[config.mk]
export PLATFORM = sky130hd
export DESIGN_NAME = pwl_div
export DESIGN_NICKNAME = d
export VERILOG_FILES = /design/src/rtl/core/pwl_pkg.sv /design/src/rtl/core/pwl_div.sv
export SDC_FILE = /design/constraint.sdc
export NUM_CORES = 1
export LEC_CHECK = 0
export ABC_AREA = 1
export BUFFER_PORTS_ARGS = -buffer_cell sky130_fd_sc_hd__buf_4
export CORE_UTILIZATION = 55
export CTS_CLUSTER_SIZE = 16
export DETAILED_ROUTE_END_ITERATION = 8
export GPL_ROUTABILITY_DRIVEN = 0
export GPL_TIMING_DRIVEN = 0
export HOLD_SLACK_MARGIN = 0.06
export PLACE_DENSITY_LB_ADDON = 0.1
export SYNTH_ARGS = -nofsm -noshare
export SYNTH_HDL_FRONTEND = slang
export SYNTH_SLANG_ARGS = --single-unit
[constraint.sdc]
create_clock -name clk -period 5.3 [get_ports clk]
set_input_delay 0.795 -clock clk [delete_from_list [all_inputs] [get_ports clk]]
set_output_delay 0.795 -clock clk [all_outputs]
set_load 0.01 [all_outputs]
[src/rtl/core/pwl_pkg.sv]
// Shared types and constants for the piecewise linear interpolator.
// Used by the slope divider and the top level; depends on nothing else.
package pwl_pkg;

    // Width of a Q16.16 value and its fraction.
    localparam int Q_W    = 32;
    localparam int FRAC_W = 16;

    // Request selector.
    localparam int REQ_W = 2;
    localparam logic [REQ_W-1:0] REQ_CLEAR  = 2'd0;
    localparam logic [REQ_W-1:0] REQ_APPEND = 2'd1;
    localparam logic [REQ_W-1:0] REQ_QUERY  = 2'd2;

    // Slope divider: a 32-bit magnitude shifted up by the fraction width,
    // divided by a 32-bit positive step in x.
    localparam int DIV_NUM_W = Q_W + FRAC_W;
    localparam int DIV_DEN_W = Q_W;
    localparam int DIV_STEPS = DIV_NUM_W;

    // Saturation limits of a Q16.16 value.
    localparam logic [Q_W-1:0] Q_MAX_BITS = 32'h7FFF_FFFF;
    localparam logic [Q_W-1:0] Q_MIN_BITS = 32'h8000_0000;

    typedef enum logic [1:0] {
        STAT_OK,
        STAT_FEW,
        STAT_FULL,
        STAT_ORDER
    } status_t;

    typedef enum logic [2:0] {
        S_IDLE,
        S_PREP,
        S_DIV,
        S_SCAN,
        S_FETCH,
        S_MUL,
        S_SUM,
        S_RESP
    } state_t;

endpackage

[src/rtl/core/pwl_div.sv]
// Bit-serial restoring divider for the segment slope, one quotient bit a cycle.
// Depends on pwl_pkg for the operand widths.
module pwl_div (
    input  logic                           clk,
    input  logic                           rst_n,
    input  logic                           start,
    input  logic [pwl_pkg::DIV_NUM_W-1:0]  dividend,
    input  logic [pwl_pkg::DIV_DEN_W-1:0]  divisor,
    output logic                           done,
    output logic [pwl_pkg::DIV_NUM_W-1:0]  quotient
);
    import pwl_pkg::*;

    localparam int STEP_W = $clog2(DIV_STEPS);

    logic                  busy_reg,  busy_next;
    logic                  done_reg,  done_next;
    logic [STEP_W-1:0]     step_reg,  step_next;
    logic [DIV_NUM_W-1:0]  num_reg,   num_next;
    logic [DIV_DEN_W-1:0]  rem_reg,   rem_next;
    logic [DIV_DEN_W-1:0]  den_reg,   den_next;
    logic [DIV_DEN_W:0]    trial;

    // The dividend register fills with quotient bits from the bottom as it
    // shifts out at the top.
    always_comb
    begin
        busy_next = busy_reg;
        done_next = 1'b0;
        step_next = step_reg;
        num_next  = num_reg;
        rem_next  = rem_reg;
        den_next  = den_reg;
        trial     = {rem_reg, num_reg[DIV_NUM_W-1]} - {1'b0, den_reg};
        if (start)
        begin
            busy_next = 1'b1;
            step_next = '0;
            num_next  = dividend;
            rem_next  = '0;
            den_next  = divisor;
        end
        else if (busy_reg)
        begin
            if (trial[DIV_DEN_W] == 1'b0)
            begin
                rem_next = trial[DIV_DEN_W-1:0];
                num_next = {num_reg[DIV_NUM_W-2:0], 1'b1};
            end
            else
            begin
                rem_next = {rem_reg[DIV_DEN_W-2:0], num_reg[DIV_NUM_W-1]};
                num_next = {num_reg[DIV_NUM_W-2:0], 1'b0};
            end
            step_next = step_reg + STEP_W'(1);
            if (step_reg == STEP_W'(DIV_STEPS - 1))
            begin
                busy_next = 1'b0;
                done_next = 1'b1;
            end
        end
    end

    always_ff @(posedge clk or negedge rst_n)
    begin
        if (!rst_n)
        begin
            busy_reg <= 1'b0;
            done_reg <= 1'b0;
            step_reg <= '0;
        end
        else
        begin
            busy_reg <= busy_next;
            done_reg <= done_next;
            step_reg <= step_next;
        end
    end

    always_ff @(posedge clk)
    begin
        num_reg <= num_next;
        rem_reg <= rem_next;
        den_reg <= den_next;
    end

    assign done     = done_reg;
    assign quotient = num_reg;

endmodule
==> results of run 1 <==
[layer usage]
layer	global-route usage, %	vias to the layer above
met4	12.7	0
met1	32.1	3061
li1	-	3666
met2	43.8	199
met5	0	-
met3	7.51	38
[through the flow]
| stage | instance area, um2 | utilization [%] | power (mW) |
|---|---|---|---|
| 2_1_floorplan | 7650 | - | 1.31 |
| 3_3_place_gp | 8860 | 66.1 | 1.45 |
| 3_5_place_dp | 8880 | 66.3 | 1.46 |
| 4_1_cts | 9510 | 71.0 | 2.70 |
| 5_1_grt | 9510 | 71.0 | 2.79 |
| 6_report | 9510 | 71.0 | 2.68 |
[path summary, 6_finish.rpt]
check	start	to	slack [ns]	cells after the start
min in group clk	rem_reg[3]$_SDFFE_PP0P_	rem_reg[3]$_SDFFE_PP0P_	0.47	2
worst max register to register	quotient[47]$_DFFE_PP_	rem_reg[23]$_SDFFE_PP0P_	2.68	18
max in group asynchronous	rst_n	step_reg[2]$_DFFE_PN0P_	4.99	1
worst max-delay path	quotient[47]$_DFFE_PP_	rem_reg[23]$_SDFFE_PP0P_	2.68	18
worst min-delay path	rst_n	done$_DFF_PN0_	0.17	1
worst min register to register	rem_reg[3]$_SDFFE_PP0P_	rem_reg[3]$_SDFFE_PP0P_	0.47	2
[area by class of cell]
type / instances / area [um2]
fill: 1165 / 3890
multi-input combinational: 750 / 3440
sequential: 120 / 3240
timing repair buffer: 132 / 1000
inverter: 221 / 830
clock buffer: 21 / 460
tap: 176 / 220
clock inverter: 11 / 171
buffer: 22 / 143
[report_power, final]
group          leakage [nW]  switching (mW)  internal, mW
clock network         0.294           0.428         0.812
logic                  3.76           0.190         0.155
registers              1.20          0.0317          1.07
[cells in the final DEF, fill, tap and decap left out, drive strengths merged]
cell / Yosys / layout
nand2: 533 / 533
inv: 220 / 221
buf: 8 / 140
edfxtp: 80 / 80
nand3: 59 / 59
nor2: 53 / 53
clkbuf: 14 / 35
ha: 33 / 33
dfxtp: 32 / 32
a21oi: 19 / 19
xnor2: 13 / 13
nor3: 12 / 12
o21ai: 10 / 10
dfrtp: 8 / 8
and2: 5 / 5
nand4: 5 / 5
clkinvlp: 0 / 4
bufinv: 0 / 4
clkinv: 1 / 3
xor2: 2 / 2
or2: 1 / 1
a21o: 1 / 1
nand3b: 1 / 1
a22o: 1 / 1
o21bai: 1 / 1
fa: 1 / 1
[cells by family after synthesis]
logic type | after synthesis
xor+xnor | 15
simple gates | 669
compound gates | 32
flops | 120
fa+ha+maj | 34
buf+inv | 243
==> impl_metrics.prom, run 1 <==
# TYPE chip_impl_metric gauge
chip_impl_info{name="outcome",value="finished, final reports clean"} 1
chip_impl_metric{name="synth-adder-area-share",unit="%"} 5.66
chip_impl_info{name="grt_setup_unrepaired",value="no"} 1
chip_impl_metric{name="cts_sinks",unit=""} 120
chip_impl_metric{name="setup_bufs_post_cts",unit=""} 0
chip_impl_metric{name="maximum_count_of_clock_buffers_along_a_single_path",unit=""} 2
chip_impl_metric{name="cts_htree_levels",unit=""} 4
chip_impl_info{name="worstPathCellList",value="inv_1 > ha_1 > fa_1 > inv_1 > nand2_1 > nand2_1 > nand3_1 > nand2_2 > nand2_1 > nand2_2 > nand2_2 > nand2_2 > nand2_4 > nand2_4 > buf_8 > nand2_1 > nand3_1 > nand2_1"} 1
chip_impl_info{name="worst_setup_path_end_kind",value="flop"} 1
chip_impl_info{name="timing.hold.worst.class",value="in -> async"} 1
chip_impl_metric{name="leftover_overflow_at_the_end_of_global_routing",unit=""} 0
chip_impl_info{name="clock-root-buffer",value="sky130_fd_sc_hd__clkbuf_16"} 1
chip_impl_metric{name="antenna-diode-count",unit=""} 0
chip_impl_metric{name="synthesis.area",unit="mm2"} 0.00765
chip_impl_metric{name="met2_length",unit="um"} 8440
chip_impl_info{name="worst-setup-path-type",value="reg -> reg"} 1
chip_impl_metric{name="largest_register_ffs",unit=""} 48
chip_impl_metric{name="vias",unit=""} 6964
chip_impl_metric{name="mappedNetlistNets",unit=""} 1230
chip_impl_metric{name="mapped_cells",unit=""} 1113
chip_impl_metric{name="syn_to_final_growth",unit="%"} 24.2
chip_impl_info{name="cpMostUsedCell",value="sky130_fd_sc_hd__nand2_1"} 1
chip_impl_metric{name="final-instance-count-excl-fill",unit=""} 1453
chip_impl_metric{name="fin_crit_sh",unit="%"} 49.4
chip_impl_metric{name="yosysSeqAreaShare",unit="%"} 42.4
chip_impl_metric{name="top_cell_type_s_share_of_synthesized_area",unit="%"} 31.4
chip_impl_metric{name="die_width",unit="um"} 120
chip_impl_metric{name="ys_ff_latch",unit=""} 120
chip_impl_metric{name="clkLatencyLatePin",unit="ns"} 0.43
chip_impl_metric{name="synth_mux_area_share",unit="%"} 0
chip_impl_metric{name="met3_length",unit="um"} 1180
chip_impl_metric{name="via_per_inst",unit=""} 4.79
chip_impl_metric{name="drc",unit=""} 0
chip_impl_metric{name="hold_violations",unit=""} 0
chip_impl_metric{name="postRouteWirelength",unit="um"} 18100
chip_impl_metric{name="synth_xor_xnor_area_share",unit="%"} 1.72
chip_impl_metric{name="critPathMaxStageDelay",unit="ns"} 0.41
chip_impl_metric{name="fin_nets",unit=""} 1381
chip_impl_info{name="most_numerous_cell_in_the_yosys_netlist",value="sky130_fd_sc_hd__nand2_1"} 1
chip_impl_metric{name="final.hold.worst_slack",unit="ns"} 0.173
chip_impl_metric{name="path_max_fanout",unit=""} 10
chip_impl_metric{name="globalRouteTotalUtil",unit="%"} 26.6
chip_impl_info{name="synth_top_cells_by_count",value="sky130_fd_sc_hd__nand2_1, sky130_fd_sc_hd__inv_1, sky130_fd_sc_hd__edfxtp_1"} 1
chip_impl_metric{name="finalCriticalPeriod",unit="ns"} 2.62
chip_impl_info{name="prevailing_post_synth_register_cell",value="sky130_fd_sc_hd__edfxtp_1"} 1
chip_impl_metric{name="achievable-frequency",unit="MHz"} 382
chip_impl_metric{name="postSynthAreaPerCell",unit="um2"} 6.88
chip_impl_metric{name="dr.first_iter.drc_count",unit=""} 360
chip_impl_metric{name="power.ir.vdd_worst",unit="mV"} 0.233
chip_impl_info{name="ys_top_cells_by_area",value="sky130_fd_sc_hd__edfxtp_1, sky130_fd_sc_hd__nand2_1, sky130_fd_sc_hd__inv_1"} 1
chip_impl_info{name="start_kind",value="flop"} 1
chip_impl_metric{name="p_leak",unit="nW"} 5.25
chip_impl_metric{name="dieArea",unit="mm2"} 0.0144
chip_impl_metric{name="setup_viol",unit=""} 0
chip_impl_info{name="synth_area_leader_cell",value="sky130_fd_sc_hd__edfxtp_1"} 1
chip_impl_metric{name="grt_antenna_before_repair",unit=""} 0
chip_impl_metric{name="synth_simple_gate_area_share",unit="%"} 35.4
chip_impl_metric{name="cts_made_buffers",unit=""} 17
chip_impl_metric{name="timing.critical_path.required",unit="ns"} 5.61
chip_impl_metric{name="fin_worst_skew",unit="ns"} 0.0128
chip_impl_metric{name="cp.arrival",unit="ns"} 2.93
chip_impl_metric{name="worst_margin_pin_slew",unit="ns"} 0.581
chip_impl_metric{name="synth_edf_count",unit=""} 80
chip_impl_metric{name="cts-resized-gates",unit=""} 0
chip_impl_metric{name="detailed_place_hpwl",unit="um"} 13600
chip_impl_metric{name="die_height",unit="um"} 120
chip_impl_metric{name="routed_wire_length_per_instance",unit="um"} 12.4
chip_impl_info{name="tritoncts_clock_tree",value="built"} 1
chip_impl_info{name="critical-path-slowest-cell",value="sky130_fd_sc_hd__fa_1"} 1
chip_impl_metric{name="final_antenna_net_count",unit=""} 0
chip_impl_metric{name="critical_path_buf_inv_count",unit=""} 3
chip_impl_metric{name="via_count_of_the_first_global_routing_pass",unit=""} 6605
chip_impl_info{name="synth_top_family_by_area",value="simple AND/OR/NAND/NOR gates"} 1
chip_impl_metric{name="timing.slew.headroom",unit="%"} 61.1
chip_impl_metric{name="final-max-slew-violation-count",unit=""} 0
chip_impl_metric{name="dp.cells",unit=""} 1421
chip_impl_metric{name="placement_rows",unit=""} 42
chip_impl_metric{name="fraction_of_the_mapped_netlist_area_in_compound_gates",unit="%"} 2.21
chip_impl_metric{name="final.setup.tns",unit="ns"} 0
chip_impl_metric{name="synth_cell_types",unit=""} 33
chip_impl_metric{name="drt_pre_antenna_iters",unit=""} 5
chip_impl_metric{name="top_level_ports",unit=""} 132
chip_impl_metric{name="pwr_cell_area",unit="mW/mm2"} 282
chip_impl_info{name="critical_path.top_delay_family",value="simple AND/OR/NAND/NOR gates"} 1
chip_impl_metric{name="place_ws",unit="ns"} 2.47
chip_impl_metric{name="ys_warn_count",unit=""} 0
chip_impl_metric{name="clk_transition_reported_paths",unit="ns"} 0.06
chip_impl_metric{name="global_route_wire_length_before_repair",unit="um"} 30200
chip_impl_metric{name="cts.hold.buffers_added",unit=""} 0
chip_impl_metric{name="post-route-worst-setup-slack",unit="ns"} 2.68
chip_impl_metric{name="drive_gt1_share",unit="%"} 15.3
chip_impl_metric{name="place.port_buffers",unit=""} 131
chip_impl_metric{name="grt_max_degree",unit=""} 45
chip_impl_metric{name="floorplan.initialDensity",unit="%"} 57.1
chip_impl_metric{name="synth_async_sr_flop_share",unit="%"} 6.67
chip_impl_info{name="top_layer",value="met4"} 1
chip_impl_metric{name="m1WireLength",unit="um"} 7910
chip_impl_metric{name="placeableCoreArea",unit="mm2"} 0.0134
chip_impl_metric{name="max_cap_viol_count",unit=""} 0
Power figures use the tool's default switching activity.
==> run 2: changes to the inputs <==
Clock period 5.3 ns to 2.45 ns, I/O delays scaled along.
==> run 2 against run 1 <==
Net effect:
- the run now ends with setup timing left
- wire length is 7.9% higher
- highest routed layer unchanged
- sequential share of layout area is 1.5 points lower
- first-iteration DRC count is 1.9% lower
- fmax is 5.8% higher
- combinational power is 130% higher
- clock-buffer cell count stayed put
- clock power is 120% higher
- cell count is 1.2% higher
- setup slack worse by 2.7 ns
- global-route usage is 0.45 points higher
==> impl_metrics.prom, run 2 (synthesis gave the netlist of run 1 again) <==
# TYPE chip_impl_metric gauge
chip_impl_info{name="clock-root-buffer",value="sky130_fd_sc_hd__clkbuf_16"} 1
chip_impl_metric{name="fin_worst_skew",unit="ns"} 0.0140
chip_impl_info{name="timing.hold.worst.class",value="in -> reg"} 1
chip_impl_metric{name="placement_rows",unit=""} 42
chip_impl_metric{name="die_height",unit="um"} 120
chip_impl_info{name="start_kind",value="flop"} 1
chip_impl_metric{name="cts_htree_levels",unit=""} 4
chip_impl_metric{name="cts_sinks",unit=""} 120
chip_impl_info{name="layout_common_cells",value="sky130_fd_sc_hd__nand2_1, sky130_fd_sc_hd__inv_1, sky130_fd_sc_hd__buf_4"} 1
chip_impl_info{name="worst-setup-path-type",value="reg -> reg"} 1
chip_impl_metric{name="post-route-worst-setup-slack",unit="ns"} -0.0243
chip_impl_metric{name="clk_transition_reported_paths",unit="ns"} 0.06
chip_impl_metric{name="pwr_cell_area",unit="mW/mm2"} 590
chip_impl_metric{name="power.ir.vdd_worst",unit="mV"} 0.500
chip_impl_metric{name="top_level_ports",unit=""} 132
chip_impl_info{name="cpMostUsedCell",value="sky130_fd_sc_hd__nand2_2"} 1
chip_impl_metric{name="largest_register_ffs",unit=""} 48
chip_impl_metric{name="routed_wire_length_per_instance",unit="um"} 13.3
chip_impl_metric{name="timing.critical_path.required",unit="ns"} 2.77
chip_impl_info{name="outcome",value="complete, but fails checks"} 1
chip_impl_metric{name="dieArea",unit="mm2"} 0.0144
chip_impl_metric{name="worst_margin_pin_slew",unit="ns"} 0.607
chip_impl_metric{name="critical_path_buf_inv_count",unit=""} 3
chip_impl_info{name="grt_setup_unrepaired",value="yes"} 1
chip_impl_metric{name="post-route-util",unit="%"} 74.1
chip_impl_metric{name="die_width",unit="um"} 120
chip_impl_metric{name="fin_nets",unit=""} 1399
chip_impl_metric{name="syn_to_final_growth",unit="%"} 29.8
chip_impl_metric{name="via_per_inst",unit=""} 4.94
chip_impl_metric{name="cp.arrival",unit="ns"} 2.79
chip_impl_metric{name="floorplan.initialDensity",unit="%"} 57.1
chip_impl_metric{name="setup_viol",unit=""} 10
chip_impl_metric{name="achievable-frequency",unit="MHz"} 404
chip_impl_metric{name="timing.slew.headroom",unit="%"} 59.4
chip_impl_metric{name="drc",unit=""} 0
chip_impl_metric{name="path_max_fanout",unit=""} 5
chip_impl_info{name="failed_checks",value="setup timing"} 1
chip_impl_metric{name="antenna-diode-count",unit=""} 0
chip_impl_metric{name="cts_made_buffers",unit=""} 17
chip_impl_info{name="layout.cells.most_common",value="sky130_fd_sc_hd__nand2_1"} 1
chip_impl_metric{name="placeableCoreArea",unit="mm2"} 0.0134
chip_impl_metric{name="detailed_place_hpwl",unit="um"} 13600
chip_impl_metric{name="hold_violations",unit=""} 0
chip_impl_metric{name="postRouteWirelength",unit="um"} 19500
chip_impl_metric{name="via_count_of_the_first_global_routing_pass",unit=""} 6702
chip_impl_metric{name="critPathMaxStageDelay",unit="ns"} 0.41
chip_impl_metric{name="dr.first_iter.drc_count",unit=""} 353
chip_impl_metric{name="finalCriticalPeriod",unit="ns"} 2.47
chip_impl_metric{name="grt_max_degree",unit=""} 45
chip_impl_metric{name="maximum_count_of_clock_buffers_along_a_single_path",unit=""} 2
chip_impl_metric{name="drt_pre_antenna_iters",unit=""} 5
chip_impl_metric{name="p_leak",unit="nW"} 5.46
chip_impl_metric{name="final_antenna_net_count",unit=""} 0
chip_impl_info{name="worst_setup_path_end_kind",value="flop"} 1
chip_impl_metric{name="globalRouteTotalUtil",unit="%"} 27.1
chip_impl_metric{name="drive_gt1_share",unit="%"} 18.4
chip_impl_metric{name="place.port_buffers",unit=""} 131
chip_impl_metric{name="global_route_wire_length_before_repair",unit="um"} 30600
chip_impl_metric{name="final-max-slew-violation-count",unit=""} 0
chip_impl_metric{name="max_cap_viol_count",unit=""} 0
chip_impl_metric{name="final.setup.tns",unit="ns"} -0.119
chip_impl_metric{name="grt_antenna_before_repair",unit=""} 0
chip_impl_info{name="tritoncts_clock_tree",value="built"} 1
chip_impl_metric{name="fin_crit_sh",unit="%"} 101
chip_impl_metric{name="leftover_overflow_at_the_end_of_global_routing",unit=""} 0
chip_impl_info{name="critical-path-slowest-cell",value="sky130_fd_sc_hd__edfxtp_1"} 1
chip_impl_info{name="critical_path.top_delay_family",value="simple AND/OR/NAND/NOR gates"} 1
chip_impl_metric{name="layout.filler_cells",unit=""} 1086
chip_impl_metric{name="clkLatencyLatePin",unit="ns"} 0.43
chip_impl_info{name="worstPathCellList",value="ha_4 > fa_2 > inv_2 > nand2_2 > nand2_2 > nand3_2 > nand2_2 > nand2_2 > nand2_2 > nand2_4 > nand2_4 > nand2_8 > nand2_8 > buf_12 > buf_8 > nand2_2 > nand3_2 > nand2_1"} 1
chip_impl_metric{name="vias",unit=""} 7273
-- run 2: changes by cell type in the layout (fill, tap and decap cells not counted), moves of 2 or more --
cell	previous run	this run
sky130_fd_sc_hd__buf_8	2	5
sky130_fd_sc_hd__buf_12	1	4
sky130_fd_sc_hd__nand2_1	518	506
sky130_fd_sc_hd__clkbuf_16	17	20
sky130_fd_sc_hd__buf_6	4	1
sky130_fd_sc_hd__nand2_4	3	5
sky130_fd_sc_hd__nand2_2	12	19
sky130_fd_sc_hd__nand3_1	58	49
sky130_fd_sc_hd__inv_1	216	214
sky130_fd_sc_hd__buf_4	133	143
sky130_fd_sc_hd__inv_2	4	6
sky130_fd_sc_hd__nand2_8	0	3
sky130_fd_sc_hd__nand3_2	1	9
-- run 2: timing repair --
item                                    in CTS  in global routing
hold buffers                                 1                  0
buffers inserted                             5                  8
cloned                                       1                  3
endpoints found under the setup margin      30                 30
hold endpoints to repair                     8                  0
gates resized for setup                      6                 37
pin swaps                                    2                 16
-- run 2: final timing paths --
check,start,cells past startpoint,to,slack [ns]
worst min-delay path,divisor[31],1,den_reg[31]$_DFFE_PP_,0.11
max in group asynchronous,rst_n,2,step_reg[2]$_DFFE_PN0P_,2.02
worst min register to register,rem_reg[3]$_SDFFE_PP0P_,2,rem_reg[3]$_SDFFE_PP0P_,0.47
worst max register to register,den_reg[0]$_DFFE_PP_,18,rem_reg[25]$_SDFFE_PP0P_,-0.02
worst max-delay path,den_reg[0]$_DFFE_PP_,18,rem_reg[25]$_SDFFE_PP0P_,-0.02
min in group asynchronous,rst_n,2,done$_DFF_PN0_,0.29
-- run 2: cell type report --
class	count	area [um2]	area share [%]
clock inverter	11	171	1.73
timing repair buffer	150	1250	12.6
tap	176	220	2.22
multi-input combinational	750	3610	36.3
buffer	22	154	1.55
inverter	221	830	8.35
sequential	120	3240	32.6
clock buffer	21	460	4.63
-- run 2: worst register-to-register path, stage by stage (launching register included) --
cell and delay (ns):
sky130_fd_sc_hd__edfxtp_1 0.41, sky130_fd_sc_hd__ha_4 0.19, sky130_fd_sc_hd__fa_2 0.39, sky130_fd_sc_hd__inv_2 0.08, sky130_fd_sc_hd__nand2_2 0.05, sky130_fd_sc_hd__nand2_2 0.11
sky130_fd_sc_hd__nand3_2 0.08, sky130_fd_sc_hd__nand2_2 0.11, sky130_fd_sc_hd__nand2_2 0.05, sky130_fd_sc_hd__nand2_2 0.09, sky130_fd_sc_hd__nand2_4 0.08, sky130_fd_sc_hd__nand2_4 0.11
sky130_fd_sc_hd__nand2_8 0.08, sky130_fd_sc_hd__nand2_8 0.09, sky130_fd_sc_hd__buf_12 0.13, sky130_fd_sc_hd__buf_8 0.15, sky130_fd_sc_hd__nand2_2 0.07, sky130_fd_sc_hd__nand3_2 0.05
sky130_fd_sc_hd__nand2_1 0.06
-- run 2: power breakdown --
group,switching [mW],internal [mW],total [mW]
clock network,0.933,1.76,2.69
registers,0.0701,2.31,2.38
logic,0.438,0.359,0.797
total,1.44,4.42,5.86
-- run 2: layer usage --
metal	up-vias	global-route usage [%]	share of wire, %
li1	3696	-	-
met1	3234	32.3	41
met2	281	44.9	47
met3	62	7.56	8.1
met4	0	13.0	3.6
met5	-	0	0
-- run 2: metrics by stage --
step           instance area (um2)  worst slack (ns)  hold slack [ns]  power, mW  cells
2_1_floorplan                 7650             0.147           0.0719       2.82   1113
3_3_place_gp                  8860            -0.954            0.191       3.14   1420
3_5_place_dp                  8880            -0.163            0.192       3.16   1421
4_1_cts                       9640           0.00909           0.0998       5.84   1460
5_1_grt                       9940            -0.126           0.0929       6.10   1471
6_report                      9940           -0.0243            0.109       5.86   1471
==> run 3: changes to the inputs <==
Settings changed: CELL_PAD_IN_SITES_DETAIL_PLACEMENT set to 2, CELL_PAD_IN_SITES_GLOBAL_PLACEMENT set to 2, CORE_UTILIZATION 55 to 31.
==> run 3 against run 2 <==
Net effect:
- the run now ends clean
- first-iteration DRC count fell by 39%
- non-clock buffer count rose by 7
- critical path depth unchanged
- highest routed layer unchanged
- largest cell class unchanged
- fmax is 1.0% higher
- via count rose by 3.5%
==> impl_metrics.prom, run 3 (synthesis gave the netlist of run 1 again) <==
# TYPE chip_impl_metric gauge
chip_impl_metric{name="timing.critical_path.required",unit="ns"} 2.77
chip_impl_info{name="startpoint",value="quotient[47]$_DFFE_PP_"} 1
chip_impl_info{name="worst-setup-path-type",value="reg -> reg"} 1
chip_impl_metric{name="fin_crit_sh",unit="%"} 100
chip_impl_metric{name="finalPower",unit="mW"} 5.82
chip_impl_info{name="worst_setup_path_end_kind",value="flop"} 1
chip_impl_metric{name="maximum_count_of_clock_buffers_along_a_single_path",unit=""} 2
chip_impl_metric{name="antenna-diode-count",unit=""} 0
chip_impl_info{name="clock-root-buffer",value="sky130_fd_sc_hd__clkbuf_16"} 1
chip_impl_metric{name="path_max_fanout",unit=""} 8
chip_impl_metric{name="dieArea",unit="mm2"} 0.0253
chip_impl_metric{name="clk_transition_reported_paths",unit="ns"} 0.07
chip_impl_info{name="critical_path.top_delay_family",value="simple AND/OR/NAND/NOR gates"} 1
chip_impl_metric{name="largest_register_ffs",unit=""} 48
chip_impl_info{name="reg2reg_from",value="quotient[47]$_DFFE_PP_"} 1
chip_impl_metric{name="achievable-frequency",unit="MHz"} 408
chip_impl_metric{name="floorplan.initialDensity",unit="%"} 31.6
chip_impl_metric{name="global_route_wire_length_before_repair",unit="um"} 43200
chip_impl_info{name="layout_common_cells",value="sky130_fd_sc_hd__nand2_1, sky130_fd_sc_hd__inv_1, sky130_fd_sc_hd__buf_4"} 1
chip_impl_metric{name="vias",unit=""} 7526
chip_impl_metric{name="final_antenna_net_count",unit=""} 0
chip_impl_metric{name="timing.slew.headroom",unit="%"} 50.7
chip_impl_metric{name="fin_nets",unit=""} 1406
chip_impl_metric{name="reg2reg_slack",unit="ns"} 0.0008
chip_impl_metric{name="dr.first_iter.drc_count",unit=""} 217
chip_impl_info{name="tritoncts_clock_tree",value="built"} 1
chip_impl_metric{name="grt_antenna_before_repair",unit=""} 0
chip_impl_metric{name="worst_margin_pin_slew",unit="ns"} 0.739
chip_impl_metric{name="setup_viol",unit=""} 0
chip_impl_info{name="grt_setup_unrepaired",value="yes"} 1
chip_impl_metric{name="final-max-slew-violation-count",unit=""} 0
chip_impl_metric{name="critPathMaxStageDelay",unit="ns"} 0.38
chip_impl_metric{name="p_leak",unit="nW"} 5.50
chip_impl_info{name="critical-path-slowest-cell",value="sky130_fd_sc_hd__edfxtp_1"} 1
chip_impl_metric{name="cts_sinks",unit=""} 120
chip_impl_metric{name="drc",unit=""} 0
chip_impl_metric{name="grt_max_degree",unit=""} 39
chip_impl_metric{name="postRouteWirelength",unit="um"} 28100
chip_impl_metric{name="place.port_buffers",unit=""} 131
chip_impl_metric{name="pwr_cell_area",unit="mW/mm2"} 559
chip_impl_info{name="outcome",value="finished, final reports clean"} 1
chip_impl_metric{name="syn_to_final_growth",unit="%"} 36.0
chip_impl_metric{name="placement_rows",unit=""} 57
chip_impl_metric{name="detailed_place_hpwl",unit="um"} 19900
chip_impl_metric{name="place_ws",unit="ns"} -0.338
chip_impl_metric{name="via_count_of_the_first_global_routing_pass",unit=""} 8155
chip_impl_info{name="worstPathCellList",value="inv_2 > ha_4 > fa_2 > inv_2 > nand2_2 > nand2_2 > nand3_2 > nand2_2 > nand2_2 > nand2_4 > nand2_4 > nand2_4 > nand2_4 > nand2_8 > clkbuf_16 > nand2_2 > nand3_2 > nand2_1"} 1
chip_impl_info{name="start_kind",value="flop"} 1
chip_impl_metric{name="cp.arrival",unit="ns"} 2.77
chip_impl_metric{name="clkLatencyLatePin",unit="ns"} 0.43
chip_impl_metric{name="power.ir.vdd_worst",unit="mV"} 0.340
chip_impl_info{name="layout.cells.most_common",value="sky130_fd_sc_hd__nand2_1"} 1
chip_impl_metric{name="die_width",unit="um"} 159
chip_impl_info{name="holdCritStartpoint",value="divisor[3]"} 1
chip_impl_metric{name="globalRouteTotalUtil",unit="%"} 21.7
chip_impl_metric{name="fin_worst_skew",unit="ns"} 0.0154
chip_impl_metric{name="via_per_inst",unit=""} 4.63
chip_impl_metric{name="die_height",unit="um"} 159
chip_impl_metric{name="post-route-worst-setup-slack",unit="ns"} 0.000776
chip_impl_metric{name="finalCriticalPeriod",unit="ns"} 2.45
chip_impl_metric{name="leftover_overflow_at_the_end_of_global_routing",unit=""} 0
chip_impl_metric{name="post-route-util",unit="%"} 42.9
chip_impl_metric{name="hold_violations",unit=""} 0
chip_impl_info{name="cpMostUsedCell",value="sky130_fd_sc_hd__nand2_2"} 1
chip_impl_metric{name="cts_htree_levels",unit=""} 4
chip_impl_metric{name="critical_path_buf_inv_count",unit=""} 3
chip_impl_metric{name="max_cap_viol_count",unit=""} 0
chip_impl_metric{name="placeableCoreArea",unit="mm2"} 0.0242
chip_impl_metric{name="drive_gt1_share",unit="%"} 22.8
chip_impl_info{name="timing.hold.worst.class",value="in -> reg"} 1
chip_impl_metric{name="drt_pre_antenna_iters",unit=""} 4
chip_impl_metric{name="top_level_ports",unit=""} 132
chip_impl_metric{name="routed_wire_length_per_instance",unit="um"} 17.3
chip_impl_metric{name="cts_made_buffers",unit=""} 17
## run 3: per-stage QoR
| stage | std cells | cell area [um2] | hold WS (ns) | setup TNS (ns) |
|---|---|---|---|---|
| global placement | 1568 | 9040 | 0.194 | -61.72 |
| detailed placement | 1569 | 9060 | 0.194 | -15.51 |
| global route | 1626 | 10400 | 0.0883 | -1.63 |
| finish | 1626 | 10400 | 0.104 | 0 |
| floorplan | 1113 | 7650 | 0.0719 | 0 |
| CTS | 1613 | 9860 | 0.0886 | 0 |
## run 3: layer usage
| metal | part of all wire, % | vias up | GRT usage, % | wire length (um) |
|---|---|---|---|---|
| met5 | 0 | - | 0 | 0 |
| met4 | 2.4 | 0 | 6.03 | 660 |
| met3 | 4.0 | 41 | 4.61 | 1130 |
| met2 | 52 | 136 | 40.5 | 14600 |
| met1 | 42 | 3642 | 24.8 | 11700 |
| li1 | - | 3707 | - | - |
## run 3: area by class of cell
| type | instances | area, um2 |
|---|---|---|
| fillers | 2867 | 13800 |
| multi-input cells | 750 | 3870 |
| flip-flops and latches | 120 | 3240 |
| repair buffers | 157 | 1310 |
| inverters | 221 | 830 |
| clock buffers | 17 | 425 |
| well taps | 324 | 405 |
| plain buffers | 22 | 174 |
| clock inverters | 15 | 151 |
## run 3: what timing repair did
item                                    CTS  global route
resized for setup                        18            92
setup buffers                            10             9
cloned                                    1             4
pin swaps                                 4            32
endpoints found under the setup margin   33            32
hold buffers                              1             0
endpoints found under the hold margin     8             0
## run 3: worst reg2reg max path: cells and delay by family, from the launching register on
kind	cells	cell delay, ns
and+or+nand+nor	13	1.10
adders and majority gates	2	0.51
DFF	1	0.38
buffers and inverters	3	0.36
## run 3: final timing paths
path,end,depth (start not counted)
worst max-delay path,rem_reg[22]$_SDFFE_PP0P_,18
max in group asynchronous,step_reg[5]$_DFFE_PN0P_,2
worst min-delay path,den_reg[3]$_DFFE_PP_,1
min in group asynchronous,step_reg[2]$_DFFE_PN0P_,2
worst max register to register,rem_reg[22]$_SDFFE_PP0P_,18
worst min register to register,rem_reg[10]$_SDFFE_PP0P_,2
## run 3: where the power goes
group / switching [mW] / total, mW / internal, mW
clock network: 1.21 / 2.57 / 1.36
logic: 0.492 / 0.873 / 0.380
registers: 0.0731 / 2.38 / 2.31
total: 1.77 / 5.82 / 4.05
